`src/rtl/iot_queue.sv`:
```
module iot_queue #(
  parameter int unsigned WIDTH = 8,
  parameter int unsigned DEPTH = 2
) (
  input  logic             clk_i,
  input  logic             rst_ni,
  input  logic             push_i,
  input  logic [WIDTH-1:0] push_data_i,
  input  logic             pop_i,
  output logic [WIDTH-1:0] head_o,
  output logic             empty_o,
  output logic             full_o
);

  localparam int unsigned PtrW = (DEPTH > 1) ? $clog2(DEPTH) : 1;
  localparam int unsigned CntW = $clog2(DEPTH + 1);

  logic [WIDTH-1:0] slot_q [DEPTH];
  logic [PtrW-1:0]  wr_ptr_q, wr_ptr_d, rd_ptr_q, rd_ptr_d;
  logic [CntW-1:0]  count_q, count_d;
  logic             do_push, do_pop;

  assign empty_o = (count_q == '0);
  assign full_o  = (count_q == CntW'(DEPTH));
  assign head_o  = slot_q[rd_ptr_q];
  assign do_push = push_i && !full_o;
  assign do_pop  = pop_i && !empty_o;

  always_comb begin
    wr_ptr_d = wr_ptr_q;
    rd_ptr_d = rd_ptr_q;
    count_d  = count_q;
    if (do_push) begin
      wr_ptr_d = (wr_ptr_q == PtrW'(DEPTH - 1)) ? '0 : wr_ptr_q + PtrW'(1);
    end
    if (do_pop) begin
      rd_ptr_d = (rd_ptr_q == PtrW'(DEPTH - 1)) ? '0 : rd_ptr_q + PtrW'(1);
    end
    if (do_push && !do_pop) begin
      count_d = count_q + CntW'(1);
    end else if (do_pop && !do_push) begin
      count_d = count_q - CntW'(1);
    end
  end

  always_ff @(posedge clk_i or negedge rst_ni) begin
    if (!rst_ni) begin
      wr_ptr_q <= '0;
      rd_ptr_q <= '0;
      count_q  <= '0;
    end else begin
      wr_ptr_q <= wr_ptr_d;
      rd_ptr_q <= rd_ptr_d;
      count_q  <= count_d;
    end
  end

  always_ff @(posedge clk_i) begin
    if (do_push) begin
      slot_q[wr_ptr_q] <= push_data_i;
    end
  end

endmodule

```
`config.mk`:
```
export PLATFORM = sky130hd
export DESIGN_NAME = iot_queue
export DESIGN_NICKNAME = d
export VERILOG_FILES = /design/src/rtl/iot_queue.sv
export SDC_FILE = /design/constraint.sdc
export NUM_CORES = 1
export LEC_CHECK = 0
export BUFFER_PORTS_ARGS = -buffer_cell sky130_fd_sc_hd__buf_2
export CAP_MARGIN = 10
export CORE_MARGIN = 8
export CORE_UTILIZATION = 40
export DETAILED_ROUTE_END_ITERATION = 16
export GPL_ROUTABILITY_DRIVEN = 1
export PLACE_DENSITY = 0.63
export SYNTH_ARGS = -nofsm -noshare
export SYNTH_HDL_FRONTEND = slang
export SYNTH_SLANG_ARGS = --single-unit
```
`constraint.sdc`:
```
create_clock -name clk_i -period 1.8 [get_ports clk_i]
set_input_delay 0.09 -clock clk_i [delete_from_list [all_inputs] [get_ports clk_i]]
set_output_delay 0.09 -clock clk_i [all_outputs]
set_load 0.05 [all_outputs]
```
[Yosys cells after proc, flatten, opt, wreduce, memory -nomap -nowiden]
Memories as Yosys holds them, arrays and structs flattened.
Cells that the tools add are included.
Widths: inputs -> output; s select.
Cells by class
  $add $sub $neg: 4
  reduce and logical (&&, ||, !) cells: 10
  equality and inequality tests: 1
  mux-type cells: 6
Operators with widths (count)
  $logic_and 1x1->1: 4
  $logic_not 1->1: 4
  $mux 1: 4
  $mux 2: 2
  $add 1x1->1 const B: 2
  $add 2x1->2 const B: 1
  $eq 2x2->1 const B: 1
  $logic_not 2->1: 1
  $reduce_bool 2->1: 1
  $sub 2x1->2 const B: 1
Word-level totals
  memory bits (writable): 16
  logic and storage cells: 25
  memories: 1
  register bits: 4
  input bits: 12
Memories
  slot_q: words 2, width 8, read ports 1, clocked after Yosys merged registers in 0, write ports 1, RTL line 18  | logic [WIDTH-1:0] slot_q [DEPTH];

[Longest topological paths before layout]
  word-level depth: 7
  gate-level depth with buffers: 7

[Worst setup path before layout]
Ideal clock, no wire load.
  kind: register -> register
  start point: register count_q[0]
  end point: memory slot_q[0][0] (enable)
  cell stages (with the launch flop): 4
  setup slack: 0.426 ns
  arrival time: 1.004 ns
  data required time: 1.430 ns
  buffers on the path: 0
  period minus slack after synthesis: 1.374 ns
  path through: dfrtp_1 -> nand2b_1 -> nand2_2 -> nor2_1
On the way
  longest elaborated chain between the ends: 5
RTL lines
  start: declaration: RTL line 20  | logic [CntW-1:0] count_q, count_d;
  start signal: assignment: RTL line 54  | count_q <= count_d;
  $eq 2x2->1: RTL line 24  | assign full_o = (count_q == CntW'(DEPTH));
  $logic_not 1->1: RTL line 26  | assign do_push = push_i && !full_o;
  $logic_and 1x1->1: RTL line 26
  $mux 1: RTL line 59  | if (do_push) begin
  $mux 1 (not written as such): RTL line 60  | slot_q[wr_ptr_q] <= push_data_i;
  end: declaration: RTL line 18
Every way passes these cells.

[Worst setup path after layout]
  start point: register rd_ptr_q
  end point: output port head_o[7]
On the way
  longest elaborated chain between the ends: 1
RTL lines
  start: declaration: RTL line 19  | logic [PtrW-1:0] wr_ptr_q, wr_ptr_d, rd_ptr_q, rd_ptr_d;
  start signal: assignment: RTL line 53  | rd_ptr_q <= rd_ptr_d;
  $mem_v2 2x8
  end: declaration: RTL line 10  | output logic [WIDTH-1:0] head_o,
Every way passes these cells.

==> metrics list <==
- Power share of the sequential group: 0.424
- DRC violations left: 0
- After detailed routing, the met2 layer carries 682 um of wire.
- Detailed routing placed a total of 57 um of wire on met3.
- In this run the standard cell core region covers 0.00190 mm2.
* H-tree depth reported by CTS: 1
- Actual transition at the worst max-transition pin: 407 ps
- Total wirelength of the detailed-routed design: 1330 um
- Reported leakage power: 0.432 nW
- Count of maximum capacitance violations: 0
- Number of pins exceeding their max-slew limit in the final report: 0
- Setup clock skew after layout: 4.65 ps
* Clock network power share: 0.117
- Most frequent cells in the layout: 21 x sky130_fd_sc_hd__buf_2, 16 x sky130_fd_sc_hd__edfxtp_1, 9 x sky130_fd_sc_hd__dlygate4sd3_1
- Num CTS Buffers: 3
- Tcrit/Tclk final: 0.880
* Internal power contribution: 984 uW
- Remaining antenna violation count: 0
- When the netlist entered floorplanning its net count stood at 57.
- The tree built by TritonCTS fans out to 20 sinks.
* Number of endpoints failing setup at the final stage: 0
- During placement, the flow inserted port buffers numbering 21.
- Timing analysis after detailed placement gives a worst setup slack of 332 ps.
* Diodes inserted: 0
- Highest clock frequency the design can meet: 631 MHz
- Of the total power, the share spent switching nets is 0.440.
* Number of warnings printed during yosys synthesis: 0
* Net Sw Power: 773 uW
- Setup_tns: 0 ps
- In the final routing, the length of wire on met1 measures 552 um.
- GRT Overall Usage: 0.0818
- After detailed routing, the average wire length per cell comes to 12.5 um.
- Along the worst hold path, the cell count comes to 3.
* Insertion delay of the later-clocked pin in the worst-skew pair: 290 ps
- Number of filler cells placed in the layout: 162
- Most common cell after layout, fill and taps aside: sky130_fd_sc_hd__buf_2
* Synthesized cell area: 774 um2
- Count of boundary I/O pins: 22
- After detailed routing, the number of vias per cell comes to 4.36.
* Top metal layer carrying routed signals: met4
- The worst-case IR drop observed on VDD is 0.000949 V.
* Fraction of layout cells with a size suffix above 1: 0.354
* Clock transition at the registers of the reported paths: 100 ps
- The first routing iteration left 12 violations.
- The worst hold path begins at push_i.
- RR Startpoint: count_q[0]$_DFFE_PN0P_
- Synth Register Bits: 20
* Master cell of the clock root buffer: sky130_fd_sc_hd__clkbuf_4
* Critical path startpoint category: flop
* Unrepaired setup endpoints after global routing: no
* Worst setup path startpoint: rd_ptr_q$_DFFE_PN0P_
- Final Worst Setup Slack: 215 ps
- FF-to-FF path depth: 6
- TritonCTS built the clock tree.
- Across all layers, the routed design uses 462 vias.
- Gates resized during post-CTS repair numbered 0.
- # Post-CTS Setup Buffers: 0
* Proportion of power drawn by combinational gates: 0.459
- For the worst setup path, the data arrival time is 1490 ps.
* Final min period: 1580 ps
* Result of the run: finished, final reports clean
- Clk buf depth: 2
- Data on the critical path is required at its endpoint by 1710 ps.
- Counting tap cells, the placed design contains a total of 93 instances.
- The number of antenna violations at the first check in global routing came to 0.
- Hold buffer count at cts: 9
* Pin count of the biggest net entering global routing: 12
- Hold Crit Class: in -> reg
- Excluding fillers, the count of instances in the completed layout stands at 106.
- Critical Setup Path Class: reg -> out
- Die footprint: 0.00360 mm2
* Die width: 60 um
* Router iterations before antenna repair: 4
* Cell count after synthesis: 44
- Synthesis instantiated 14 different standard cells from the library.
- After global routing the overflow that remains totals 0.
- For this configuration, the core starts out at a cell density of 0.407.
- From synthesis to final layout, the design area changed by 34.2%.
* Via count of the first global-routing pass: 489
- Part of the Yosys area used for sequential elements: 0.750
- The count of final hold-check violations was 0.
- CP Capture Type: output port
- Avg Cell Area, Syn: 17.6 um2
- Highest net fanout along the worst path: 9
- Rel. slew slack: 0.729
* Number of nets in the layout: 93
* Power density of the placed cells: 1690 mW/mm2
- GPL Wtd Cong: 0.668
- After floorplanning, the core was divided into 16 placement rows.
- Estimated wirelength of the detail-placed design: 965 um
- Global-route wire length before repair: 2150 um
- The die is 60 um tall.
[worst max-delay path, stage by stage, from the launching register on]
cell and delay, ps:
sky130_fd_sc_hd__dfrtp_1 600, sky130_fd_sc_hd__mux2_2 390, sky130_fd_sc_hd__buf_2 210
[synth_stat cells (all sizes together)]
| master | count | area, um2 |
|---|---|---|
| xor2 | 2 | 17.5 |
| nand2b | 1 | 6.26 |
| nor2 | 3 | 11.3 |
| and3 | 1 | 6.26 |
| nand2 | 1 | 6.26 |
| buf | 1 | 5.00 |
| xnor2 | 3 | 26.3 |
| mux2 | 8 | 90.1 |
| dfrtp | 4 | 100 |
| edfxtp | 16 | 480 |
| ha | 1 | 12.5 |
| inv | 2 | 7.51 |
| o21ai | 1 | 5.00 |
[sequential cells by signal, summed over array words and instances, names as in the netlist]
register,cells
slot_q,16
count_q,2
rd_ptr_q,1
wr_ptr_q,1
[layout make-up]
cell class,count,area [um2],area share
inverters,2,7.51,0.00722
clock inverters,1,3.75,0.00361
multi-input cells,21,181,0.174
flip-flops and latches,20,581,0.558
repair buffers,32,210,0.202
well taps,27,33.8,0.0325
clock buffers,3,22.5,0.0217
[logic make-up (layout without fill, tap and decap cells)]
kind of cell             count (synthesis)  in the layout  synth area share
flip-flops                              20             20             0.750
multiplexers                             8              8             0.116
AND/OR/NAND/NOR                          6              6            0.0388
XOR/XNOR                                 5              5            0.0566
buffers and inverters                    3             38            0.0162
adder cells (fa/ha/maj)                  1              1            0.0162
AO/OA/AOI/OAI                            1              1           0.00646
[power by group through the flow]
stage	clock (mW)	combinational, mW	sequential [mW]
after floorplan	0	0.669	0.701
after global routing	0.234	0.857	0.770
after CTS	0.214	0.822	0.747
after detailed placement	0	0.806	0.757
after global placement	0	0.796	0.752
final	0.206	0.806	0.745
[per-stage QoR]
stage / hold WS, ps / utilization / area, um2 / power [mW]
floorplan: -206 / - / 774 / 1.37
global placement: -102 / 0.486 / 923 / 1.55
detailed placement: -101 / 0.486 / 923 / 1.56
CTS: 68.1 / 0.547 / 1040 / 1.78
global route: 92.7 / 0.547 / 1040 / 1.86
finish: 77.2 / 0.547 / 1040 / 1.76
[path summary, 6_finish.rpt]
check / endpoint / slack [ps]
hold / removal: wr_ptr_q$_DFFE_PN0P_ / 80
setup reg to reg: count_q[1]$_DFFE_PN0P_ / 320
hold reg to reg: wr_ptr_q$_DFFE_PN0P_ / 500
max in group asynchronous: rd_ptr_q$_DFFE_PN0P_ / 1560
min in group asynchronous: count_q[0]$_DFFE_PN0P_ / 130
setup / recovery: head_o[7] / 220
[layer usage]
layer / up-vias / GRT usage
met2: 14 / 0.137
met4: 0 / 0.0612
li1: 227 / -
met3: 4 / 0.0151
met5: - / 0
met1: 217 / 0.0893
Power figures use the tool's default switching activity.
