<file path="src/rtl/iot_pkg.sv">
package iot_pkg;

  localparam int unsigned PixelW    = 32;
  localparam int unsigned CfgSideW  = 9;
  localparam int unsigned CfgSmallW = 3;
  localparam int unsigned CfgIdxW   = 3;

  typedef enum logic [CfgIdxW-1:0] {
    CFG_IMAGE_WIDTH      = 3'd0,
    CFG_IMAGE_HEIGHT     = 3'd1,
    CFG_BYTES_PER_PIXEL  = 3'd2,
    CFG_ORIENTATION_MODE = 3'd3
  } cfg_idx_e;

  typedef enum logic [CfgSmallW-1:0] {
    ORIENT_ROT_CW    = 3'd0,
    ORIENT_ROT_CCW   = 3'd1,
    ORIENT_ROT_180   = 3'd2,
    ORIENT_FLIP_ROWS = 3'd3,
    ORIENT_FLIP_COLS = 3'd4
  } orient_e;

  typedef enum logic {
    ITEM_WRITE = 1'b0,
    ITEM_READ  = 1'b1
  } item_kind_e;

  typedef struct packed {
    logic [CfgSideW-1:0]  image_width;
    logic [CfgSideW-1:0]  image_height;
    logic [CfgSmallW-1:0] bytes_per_pixel;
    logic [CfgSmallW-1:0] orientation_mode;
  } cfg_t;

  typedef struct packed {
    logic              mode;
    logic [PixelW-1:0] pixel_in;
  } in_item_t;

  typedef struct packed {
    logic [PixelW-1:0] pixel_out;
    logic              frame_end;
  } out_item_t;

endpackage

</file>
<file path="src/rtl/iot_front.sv">
module iot_front #(
  parameter int unsigned MAX_SIDE = 256
) (
  input  logic                                  clk_i,
  input  logic                                  rst_ni,
  input  iot_pkg::cfg_t                         cfg_i,
  input  logic                                  clear_i,
  input  logic                                  accept_i,
  input  iot_pkg::in_item_t                     item_i,
  output logic                                  is_read_o,
  output logic [$clog2(MAX_SIDE*MAX_SIDE)-1:0]  addr_o,
  output logic [iot_pkg::PixelW-1:0]            data_o,
  output logic                                  last_o
);
  import iot_pkg::*;

  localparam int unsigned SideW  = $clog2(MAX_SIDE + 1);
  localparam int unsigned CoordW = $clog2(MAX_SIDE);
  localparam int unsigned AddrW  = $clog2(MAX_SIDE * MAX_SIDE);
  localparam int unsigned CmpW   = (SideW > CfgSideW) ? SideW : CfgSideW;
  localparam int unsigned ProdW  = CoordW + SideW;
  localparam int unsigned AreaW  = 2 * SideW;

  logic [AddrW-1:0]  load_q, load_d;
  logic [CoordW-1:0] row_q, row_d, col_q, col_d;
  logic [SideW-1:0]  w, h, ow, oh;
  logic [CmpW-1:0]   w_raw, h_raw;
  logic              rotated;
  logic [SideW-1:0]  sx_full, sy_full;
  logic [CoordW-1:0] sx, sy;
  logic [ProdW-1:0]  rd_addr_full;
  logic [AreaW-1:0]  area, load_inc;
  logic [SideW-1:0]  col_inc, row_inc;

  // out-of-range sizes: zero acts as one, oversize acts as the maximum
  always_comb begin
    w_raw = CmpW'(cfg_i.image_width);
    h_raw = CmpW'(cfg_i.image_height);
    if (w_raw == '0) begin
      w = SideW'(1);
    end else if (w_raw > CmpW'(MAX_SIDE)) begin
      w = SideW'(MAX_SIDE);
    end else begin
      w = SideW'(w_raw);
    end
    if (h_raw == '0) begin
      h = SideW'(1);
    end else if (h_raw > CmpW'(MAX_SIDE)) begin
      h = SideW'(MAX_SIDE);
    end else begin
      h = SideW'(h_raw);
    end
  end

  assign rotated = (cfg_i.orientation_mode == ORIENT_ROT_CW) ||
                   (cfg_i.orientation_mode == ORIENT_ROT_CCW);
  assign ow = rotated ? h : w;
  assign oh = rotated ? w : h;

  // source coordinate of the current output position
  always_comb begin
    unique case (cfg_i.orientation_mode)
      ORIENT_ROT_CW: begin
        sx_full = SideW'(row_q);
        sy_full = h - SideW'(1) - SideW'(col_q);
      end
      ORIENT_ROT_CCW: begin
        sx_full = w - SideW'(1) - SideW'(row_q);
        sy_full = SideW'(col_q);
      end
      ORIENT_ROT_180: begin
        sx_full = w - SideW'(1) - SideW'(col_q);
        sy_full = h - SideW'(1) - SideW'(row_q);
      end
      ORIENT_FLIP_ROWS: begin
        sx_full = SideW'(col_q);
        sy_full = h - SideW'(1) - SideW'(row_q);
      end
      ORIENT_FLIP_COLS: begin
        sx_full = w - SideW'(1) - SideW'(col_q);
        sy_full = SideW'(row_q);
      end
      default: begin
        sx_full = SideW'(col_q);
        sy_full = SideW'(row_q);
      end
    endcase
  end

  assign sx = sx_full[CoordW-1:0];
  assign sy = sy_full[CoordW-1:0];
  assign rd_addr_full = ProdW'(sy) * ProdW'(w) + ProdW'(sx);

  assign area     = AreaW'(w) * AreaW'(h);
  assign load_inc = AreaW'(load_q) + AreaW'(1);
  assign col_inc  = SideW'(col_q) + SideW'(1);
  assign row_inc  = SideW'(row_q) + SideW'(1);

  assign is_read_o = (item_i.mode == ITEM_READ);
  assign addr_o    = is_read_o ? rd_addr_full[AddrW-1:0] : load_q;
  assign data_o    = item_i.pixel_in;
  assign last_o    = (row_inc == oh) && (col_inc == ow);

  always_comb begin
    load_d = load_q;
    row_d  = row_q;
    col_d  = col_q;
    priority if (clear_i) begin
      load_d = '0;
      row_d  = '0;
      col_d  = '0;
    end else if (accept_i && !is_read_o) begin
      load_d = (load_inc >= area) ? '0 : load_inc[AddrW-1:0];
    end else if (accept_i) begin
      if (col_inc >= ow) begin
        col_d = '0;
        row_d = (row_inc >= oh) ? '0 : row_inc[CoordW-1:0];
      end else begin
        col_d = col_inc[CoordW-1:0];
      end
    end else begin
      // idle cycle: counters hold
      load_d = load_q;
    end
  end

  always_ff @(posedge clk_i or negedge rst_ni) begin
    if (!rst_ni) begin
      load_q <= '0;
      row_q  <= '0;
      col_q  <= '0;
    end else begin
      load_q <= load_d;
      row_q  <= row_d;
      col_q  <= col_d;
    end
  end

endmodule

</file>
<file path="config.mk">
export PLATFORM = sky130hd
export DESIGN_NAME = iot_front
export DESIGN_NICKNAME = d
export VERILOG_FILES = /design/src/rtl/iot_pkg.sv /design/src/rtl/iot_front.sv
export SDC_FILE = /design/constraint.sdc
export NUM_CORES = 1
export LEC_CHECK = 0
export ABC_AREA = 1
export BUFFER_PORTS_ARGS = -buffer_cell sky130_fd_sc_hd__buf_2
export CAP_MARGIN = 40
export CORE_MARGIN = 2
export CORE_UTILIZATION = 25
export CTS_CLUSTER_DIAMETER = 200
export DETAILED_ROUTE_END_ITERATION = 10
export GPL_TIMING_DRIVEN = 1
export RECOVER_POWER = 25
export SYNTH_ARGS = -nofsm -noshare
export SYNTH_HDL_FRONTEND = slang
export SYNTH_SLANG_ARGS = --single-unit
export TNS_END_PERCENT = 5
</file>
<file path="constraint.sdc">
create_clock -name clk_i -period 12.2 [get_ports clk_i]
set_clock_uncertainty 0.1 [all_clocks]
set_input_delay 2.44 -clock clk_i [delete_from_list [all_inputs] [get_ports clk_i]]
set_output_delay 2.44 -clock clk_i [all_outputs]
set_load 0.01 [all_outputs]
</file>
Word level (Yosys, flattened, before mapping)
Cells that the tools add are included.
{ "op_classes": {"n_addsub": 10, "mul": 2, "n_div": 0, "order_cmp": 5, "eq_ne": 7, "shift": 0, "muxes": 21, "bitwise_logic": 0, "n_reduce_logical": 14} }
{ "op_table": {"columns": ["operator", "n"], "rows": [
  ["2-to-1 mux 8 bit", 9],
  ["2-to-1 mux 16 bit", 4],
  ["2-to-1 mux 9 bit", 6],
  ["one-hot mux 8 bit (3 select lines)", 2],
  ["subtractor 8 bit", 4],
  ["adder 8 x 1 -> 9 bit (second input constant)", 2],
  ["== test 9 bit", 2],
  [">= comparator 17 x 18 -> 1 bit", 1],
  [">= comparator 9 bit", 2],
  ["> comparator 9 bit (second input constant)", 2],
  ["logical NOT 9 bit", 2],
  ["multiplier 9 x 9 -> 18 bit", 1],
  ["adder 16 x 1 -> 17 bit (second input constant)", 1],
  ["adder 16 x 8 -> 16 bit", 1],
  ["multiplier 8 x 9 -> 16 bit", 1],
  ["subtractor 8 x 1 -> 8 bit (second input constant)", 2],
  ["== test 3 x 2 -> 1 bit (second input constant)", 2],
  ["nonzero test 2 bit", 3],
  ["OR reduction 2 bit", 2],
  ["== test 3 x 1 -> 1 bit (second input constant)", 1],
  ["== test 3 bit (second input constant)", 1],
  ["logical NOT 3 bit", 1],
  ["AND reduction 3 bit", 1],
  ["logical AND 1 bit", 2],
  ["other kinds (4)", 4]
]} }
{ "totals": {"ff_bits": 32, "latchBits": 0, "ram_bits": 0, "rom_bits": 0, "in_bits": 61, "out_inout_bits": 50, "word_cells": 62, "mem_count": 0} }

Longest topological paths before layout
{ "depth": {"ltp_word": 10, "ltp_mapped": 39, "depth_no_buf": 38} }

Least setup slack after synthesis
No wires, ideal clock.
{ "synth_path": {"path_type": "input port to output port", "start": "in cfg_i[23] (netlist name)", "end": "out addr_o[13]", "arrival_ps": 8244, "t_required_ps": 9660, "setup_slack_ps": 1416, "stages": 34, "path_buffers": 3, "cell_sequence": "buf_2 inv_2 nand2_1 and2_1 buf_4 clkbuf_1 ha_1 nand3_1 nor3_1 xor2_1 ha_1 a21oi_1 o21ai_0 a21oi_1 xor2_1 inv_1 nand4_1 nand3_1 nand2_1 inv_1 fa_1 inv_1 fa_1 fa_1 inv_1 fa_1 inv_1 ha_1 a21oi_1 o21ai_0 a31o_2 a31oi_1 xor2_1 o21ai_0"} }
{ "synth_via": {"elab_chain_len": 8, "elab_cells_between_ends": 11, "cone_classes": "add/sub: 4; mul: 1; order compare: 1; mux: 4; reduce/logical: 1"} }
{ "synth_lines": {"columns": ["element", "line", "rtl"], "rows": [
  ["from (decl)", "iot_front.sv:6", "input iot_pkg::cfg_t cfg_i,"],
  ["> comparator 9 bit", "iot_front.sv:41", "end else if (w_raw > CmpW'(MAX_SIDE)) begin"],
  ["2-to-1 mux 9 bit", "iot_front.sv:41", null],
  ["2-to-1 mux 9 bit *", "iot_front.sv:39", "if (w_raw == '0) begin"],
  ["subtractor 8 x 1 -> 8 bit", "iot_front.sv:68, iot_front.sv:72, iot_front.sv:80", null],
  ["subtractor 8 bit (on tied branches)", "iot_front.sv:72, iot_front.sv:80, iot_front.sv:68", null],
  ["one-hot mux 8 bit (3 select lines)", "iot_front.sv:62", "unique case (cfg_i.orientation_mode)"],
  ["adder 16 x 8 -> 16 bit *", "iot_front.sv:92", "assign rd_addr_full = ProdW'(sy) * ProdW'(w) + ProdW'(sx);"],
  ["2-to-1 mux 16 bit *", "iot_front.sv:100", "assign addr_o = is_read_o ? rd_addr_full[AddrW-1:0] : load_q;"],
  ["to (decl)", "iot_front.sv:11", "output logic [$clog2(MAX_SIDE*MAX_SIDE)-1:0] addr_o,"]
]} }
Every way passes the cells marked *; elsewhere a longest branch is shown, timed or not.

Worst setup path in the final report
{ "layout_path": {"start": "in cfg_i[14] (netlist name)", "end": "out addr_o[13]"} }
{ "layout_via": {"elab_chain_len": 9, "elab_cells_between_ends": 11, "cone_classes": "add/sub: 4; mul: 1; order compare: 1; mux: 4; reduce/logical: 1"} }
{ "layout_lines": {"columns": ["element", "line", "rtl"], "rows": [
  ["> comparator 9 bit", "iot_front.sv:48", "end else if (h_raw > CmpW'(MAX_SIDE)) begin"],
  ["2-to-1 mux 9 bit", "iot_front.sv:48", null],
  ["2-to-1 mux 9 bit *", "iot_front.sv:46", "if (h_raw == '0) begin"],
  ["subtractor 8 x 1 -> 8 bit *", "iot_front.sv:65, iot_front.sv:73, iot_front.sv:77", null],
  ["subtractor 8 bit (on tied branches)", "iot_front.sv:73, iot_front.sv:77, iot_front.sv:65", null],
  ["one-hot mux 8 bit (3 select lines) *", "iot_front.sv:62", null],
  ["multiplier 8 x 9 -> 16 bit *", "iot_front.sv:92", null],
  ["adder 16 x 8 -> 16 bit *", "iot_front.sv:92", null],
  ["2-to-1 mux 16 bit *", "iot_front.sv:100", null]
]} }
Marks and branches as above.

==> impl_table.tex <==
\begin{tabular}{lr}
\hline
Metric & Value \\
\hline
\multicolumn{2}{l}{\textbf{Outcome}} \\
Run status & finished with violations \\
Failing checks & max-capacitance violations, max-slew violations \\
\multicolumn{2}{l}{\textbf{Critical path}} \\
Max FO, Critical Path & 11 \\
Crit. End Element & output pin \\
Critical path type & input pin to output pin \\
Buffers plus inverters on the worst setup path & 8 \\
Critical path arrival & 8.97 ns \\
Crit-path leading delay family & adder cells \\
Most frequent CP cell & nand2\_1 \\
R2r setup slk & 8.56 ns \\
Crit-path slowest cell & fa\_1 \\
Required time of the critical path & 9.66 ns \\
Delay contributed by the slowest stage of the critical path & 0.56 ns \\
Startpoint Class & input pin \\
\multicolumn{2}{l}{\textbf{Floorplan}} \\
Starting density of the core & 25.24\% \\
Horizontal die dimension & 201.3 um \\
Vert. Die Dim & 201.3 um \\
Die area & 40,520 um2 \\
I/O pin total & 111 \\
Floorplan core area & 38,560 um2 \\
Std cell rows & 72 \\
\multicolumn{2}{l}{\textbf{Power and ir drop}} \\
Maximum resistive drop on vdd & 0.00005865 V \\
P\_sw & 0.0005742 W \\
Leakage power & 5.726 nW \\
Clock Power Share & 12.6\% \\
Pwr/cell area & 102.4 nW/um2 \\
Power share of the sequential group & 11.3\% \\
Internal cell power & 0.0004980 W \\
Combinational Power Share & 76.2\% \\
Switching share of power & 53.55\% \\
\multicolumn{2}{l}{\textbf{Clocking}} \\
Clk sinks & 32 \\
Buffer cell driving the clock tree root & clkbuf\_16 \\
H-tree depth & 2 \\
Number of buffers on the longest clock path & 2 \\
Cts bufs inserted & 5 \\
TritonCTS clock tree & built \\
Clock Pin Slew Worst Setup and Hold Paths & 0.05 ns \\
Clk\_lat worst skew & 0.29 ns \\
Hold Buf Count CTS & 0 \\
\multicolumn{2}{l}{\textbf{Global route}} \\
Overall Global Routing Usage & 13.99\% \\
Initial antenna violation count & 0 \\
Number of global-route vias before repair & 8,573 \\
Pin count of the biggest net entering global routing & 33 \\
Global route total overflow & 0 \\
First-pass GRT wire length & 45,330 um \\
\multicolumn{2}{l}{\textbf{Synth}} \\
Top cells by area, synth & fa\_1, ha\_1, nand2\_1 \\
Number of enable flip-flop cells after synthesis & 0 \\
Share of the synthesized area in compound gates (AO/OA/AOI/OAI) & 9.515\% \\
Synthesized netlist cell count & 1,396 \\
Area share of the largest cell type after synthesis & 20.78\% \\
Fraction of the mapped netlist area in simple logic gates & 23.87\% \\
Most instantiated flip-flop cell in the synthesis netlist & dfrtp\_1 \\
Xor-xnor portion of the synthesized cell area & 5.761\% \\
Multiplexer share of the synthesized area & 0\% \\
Dominant cell type by area after synthesis & fa\_1 \\
Netlist Area Pre-Place & 9731 um2 \\
Share of async-settable or async-resettable flops after synthesis & 100.0\% \\
Total number of yosys warnings & 0 \\
Cell types with the highest counts after synthesis & nand2\_1, inv\_1, ha\_1 \\
Post-synthesis sequential area ratio & 8.229\% \\
Cell with the most instances after synthesis & nand2\_1 \\
Syn avg cell area & 6.970 um2 \\
Post-Syn Nets & 1,686 \\
Count of state elements after synthesis & 32 \\
Main combinational cell family by area after synthesis & adder cells \\
Arithmetic-cell share of the synthesized area counting full adders, half adders and majority gates & 37.24\% \\
Count of different cell masters after synthesis & 48 \\
\multicolumn{2}{l}{\textbf{Route}} \\
Post-Route WL & 27,970 um \\
Drt initial violations & 850 \\
WL per Instance & 14.59 um \\
Residual DRC & 0 \\
First-pass DRT Iterations & 6 \\
Via total after detailed routing & 8,772 \\
Post-route ant nets & 0 \\
DR vias/cell & 4.576 \\
\multicolumn{2}{l}{\textbf{Timing}} \\
Number of hold violations in the final report & 0 \\
FMAX & 0.08690 GHz \\
Shortest period the worst path allows & 11.51 ns \\
Final worst-path cycle share & 94.32\% \\
Slew at the pin closest to its max-slew limit & 2.017 ns \\
Tightest hold margin & 0.3890 ns \\
Final Slew Violations & 33 \\
Setup Total Neg Slack & 0 ns \\
Setup violation total in the final timing report & 0 \\
Slew headroom & -34.47\% \\
Setup repair after global routing missed its margin & no \\
\multicolumn{2}{l}{\textbf{Placed design}} \\
DP HPWL & 23,340 um \\
Count of buffers from port buffering & 43 \\
Routability congestion estimate from global placement & 0.9138 \\
Placed cell area & 10,320 um2 \\
\multicolumn{2}{l}{\textbf{Finish}} \\
Net total in the final layout & 1,689 \\
Area Growth Syn to Fin & 7.664\% \\
Filler cell count & 4,335 \\
Count of antenna diodes in the layout & 0 \\
Design Area, Final & 10,480 um2 \\
Proportion of layout cells with a drive suffix above 1 & 7.362\% \\
\multicolumn{2}{l}{\textbf{Worst hold path}} \\
Path category of the worst min-delay check & flip-flop to flip-flop \\
\multicolumn{2}{l}{\textbf{Run}} \\
Max\_cap viols & 1 \\
\hline
\end{tabular}
==> layer usage <==
metal,share of wire (%),vias to the layer above,track usage (%),routed length (um)
met2,45,256,22.48,12500
met5,0,-,0,0
met3,6.5,25,2.575,1815
met1,47,4173,19.86,13260
li1,-,4318,-,-
met4,1.4,0,2.180,398
==> final timing paths <==
check | start | endpoint | depth (start not counted)
max | cfg_i[14] | addr_o[13] | 35
min | load_q[14]$_DFFE_PN0P_ | load_q[14]$_DFFE_PN0P_ | 2
max reg2reg | col_q[0]$_DFFE_PN0P_ | row_q[7]$_DFFE_PN0P_ | 15
min reg2reg | load_q[14]$_DFFE_PN0P_ | load_q[14]$_DFFE_PN0P_ | 2
max in group asynchronous | rst_ni | load_q[0]$_DFFE_PN0P_ | 1
min in group asynchronous | rst_ni | col_q[1]$_DFFE_PN0P_ | 1
==> repair_timing <==
item / in CTS / in global routing
endpoints found under the setup margin: 0 / 1
buffers inserted: 0 / 0
resized for setup: 0 / 1
==> metrics by stage <==
step / util (%) / std cells / power (W) / setup slack (ns)
final: 27.17 / 1917 / 0.001072 / 0.6926
after detailed placement: 26.77 / 1910 / 0.0009355 / 0.5650
after global placement: 26.75 / 1909 / 0.0009275 / 0.5353
after CTS: 27.17 / 1917 / 0.001082 / 0.5409
after floorplan: - / 1396 / 0.0007061 / 1.416
after global routing: 27.17 / 1917 / 0.001215 / 0.05516
==> final cells by class <==
type	count	area (um2)	area share [%]
well taps	518	648.1	6.187
multi-input cells	1007	7435	70.97
repair buffers	59	334.1	3.189
inverters	294	1106	10.56
clock buffers	7	152.6	1.457
flip-flops and latches	32	800.8	7.644
==> power by group through the flow <==
stage	Clock, W	Sequential, W	Combinational, W
6_report	0.000135	0.000121	0.000817
5_1_grt	0.000142	0.000121	0.000951
4_1_cts	0.000137	0.000120	0.000824
3_5_place_dp	0	0.000122	0.000813
3_3_place_gp	0	0.000122	0.000805
2_1_floorplan	0	0.000119	0.000587
==> layout by cell type (no fill, tap or decap), types with 2 or more instances in the layout <==
master     synthesis  final
inv_1            281    281
buf_2              7     42
nor3_2             2      2
nor3_1            21     21
nand3_1           65     65
buf_4             37     16
nor4_1             5      5
fa_1             101    101
nor2_2             5      5
o21a_1             3      3
and2_1             2      2
nand2_2            8      9
nand4_1           10     10
o21ai_0           63     63
ha_1             128    128
nand3_2            3      3
xor2_1            47     47
inv_2              8      8
o21ai_2            3      3
o22ai_1            9      9
clkinv_1           4      4
clkbuf_8           0      2
nor2_1           105    105
clkbuf_16          0      5
a31oi_1            3      3
a22oi_1            8      8
o21ai_1           15     15
dfrtp_1           32     32
xnor2_1           17     17
a21oi_1           54     54
nand2_1          313    312
o2111ai_1          2      2
==> registers in the layout, summed over array words and instances (netlist names) <==
register	cells
col_q	8
load_q	16
row_q	8
==> worst register-to-register path, delay by kind of cell, from the launching register on <==
family,cells,cell delay (ns)
adder cells (fa/ha/maj),1,0.31
AO/OA/AOI/OAI,2,0.40
buffers and inverters,2,0.26
AND/OR/NAND/NOR,9,1.85
flip-flops,1,0.49
XOR/XNOR,1,0.17
==> logic make-up (layout without fill, tap and decap cells) <==
family / Yosys count / count (layout)
AND/OR/NAND/NOR: 546 / 546
AO/OA/AOI/OAI: 168 / 168
adder cells (fa/ha/maj): 229 / 229
buffers and inverters: 357 / 360
flip-flops: 32 / 32
XOR/XNOR: 64 / 64
No activity file was read; power rests on OpenSTA's default activity.
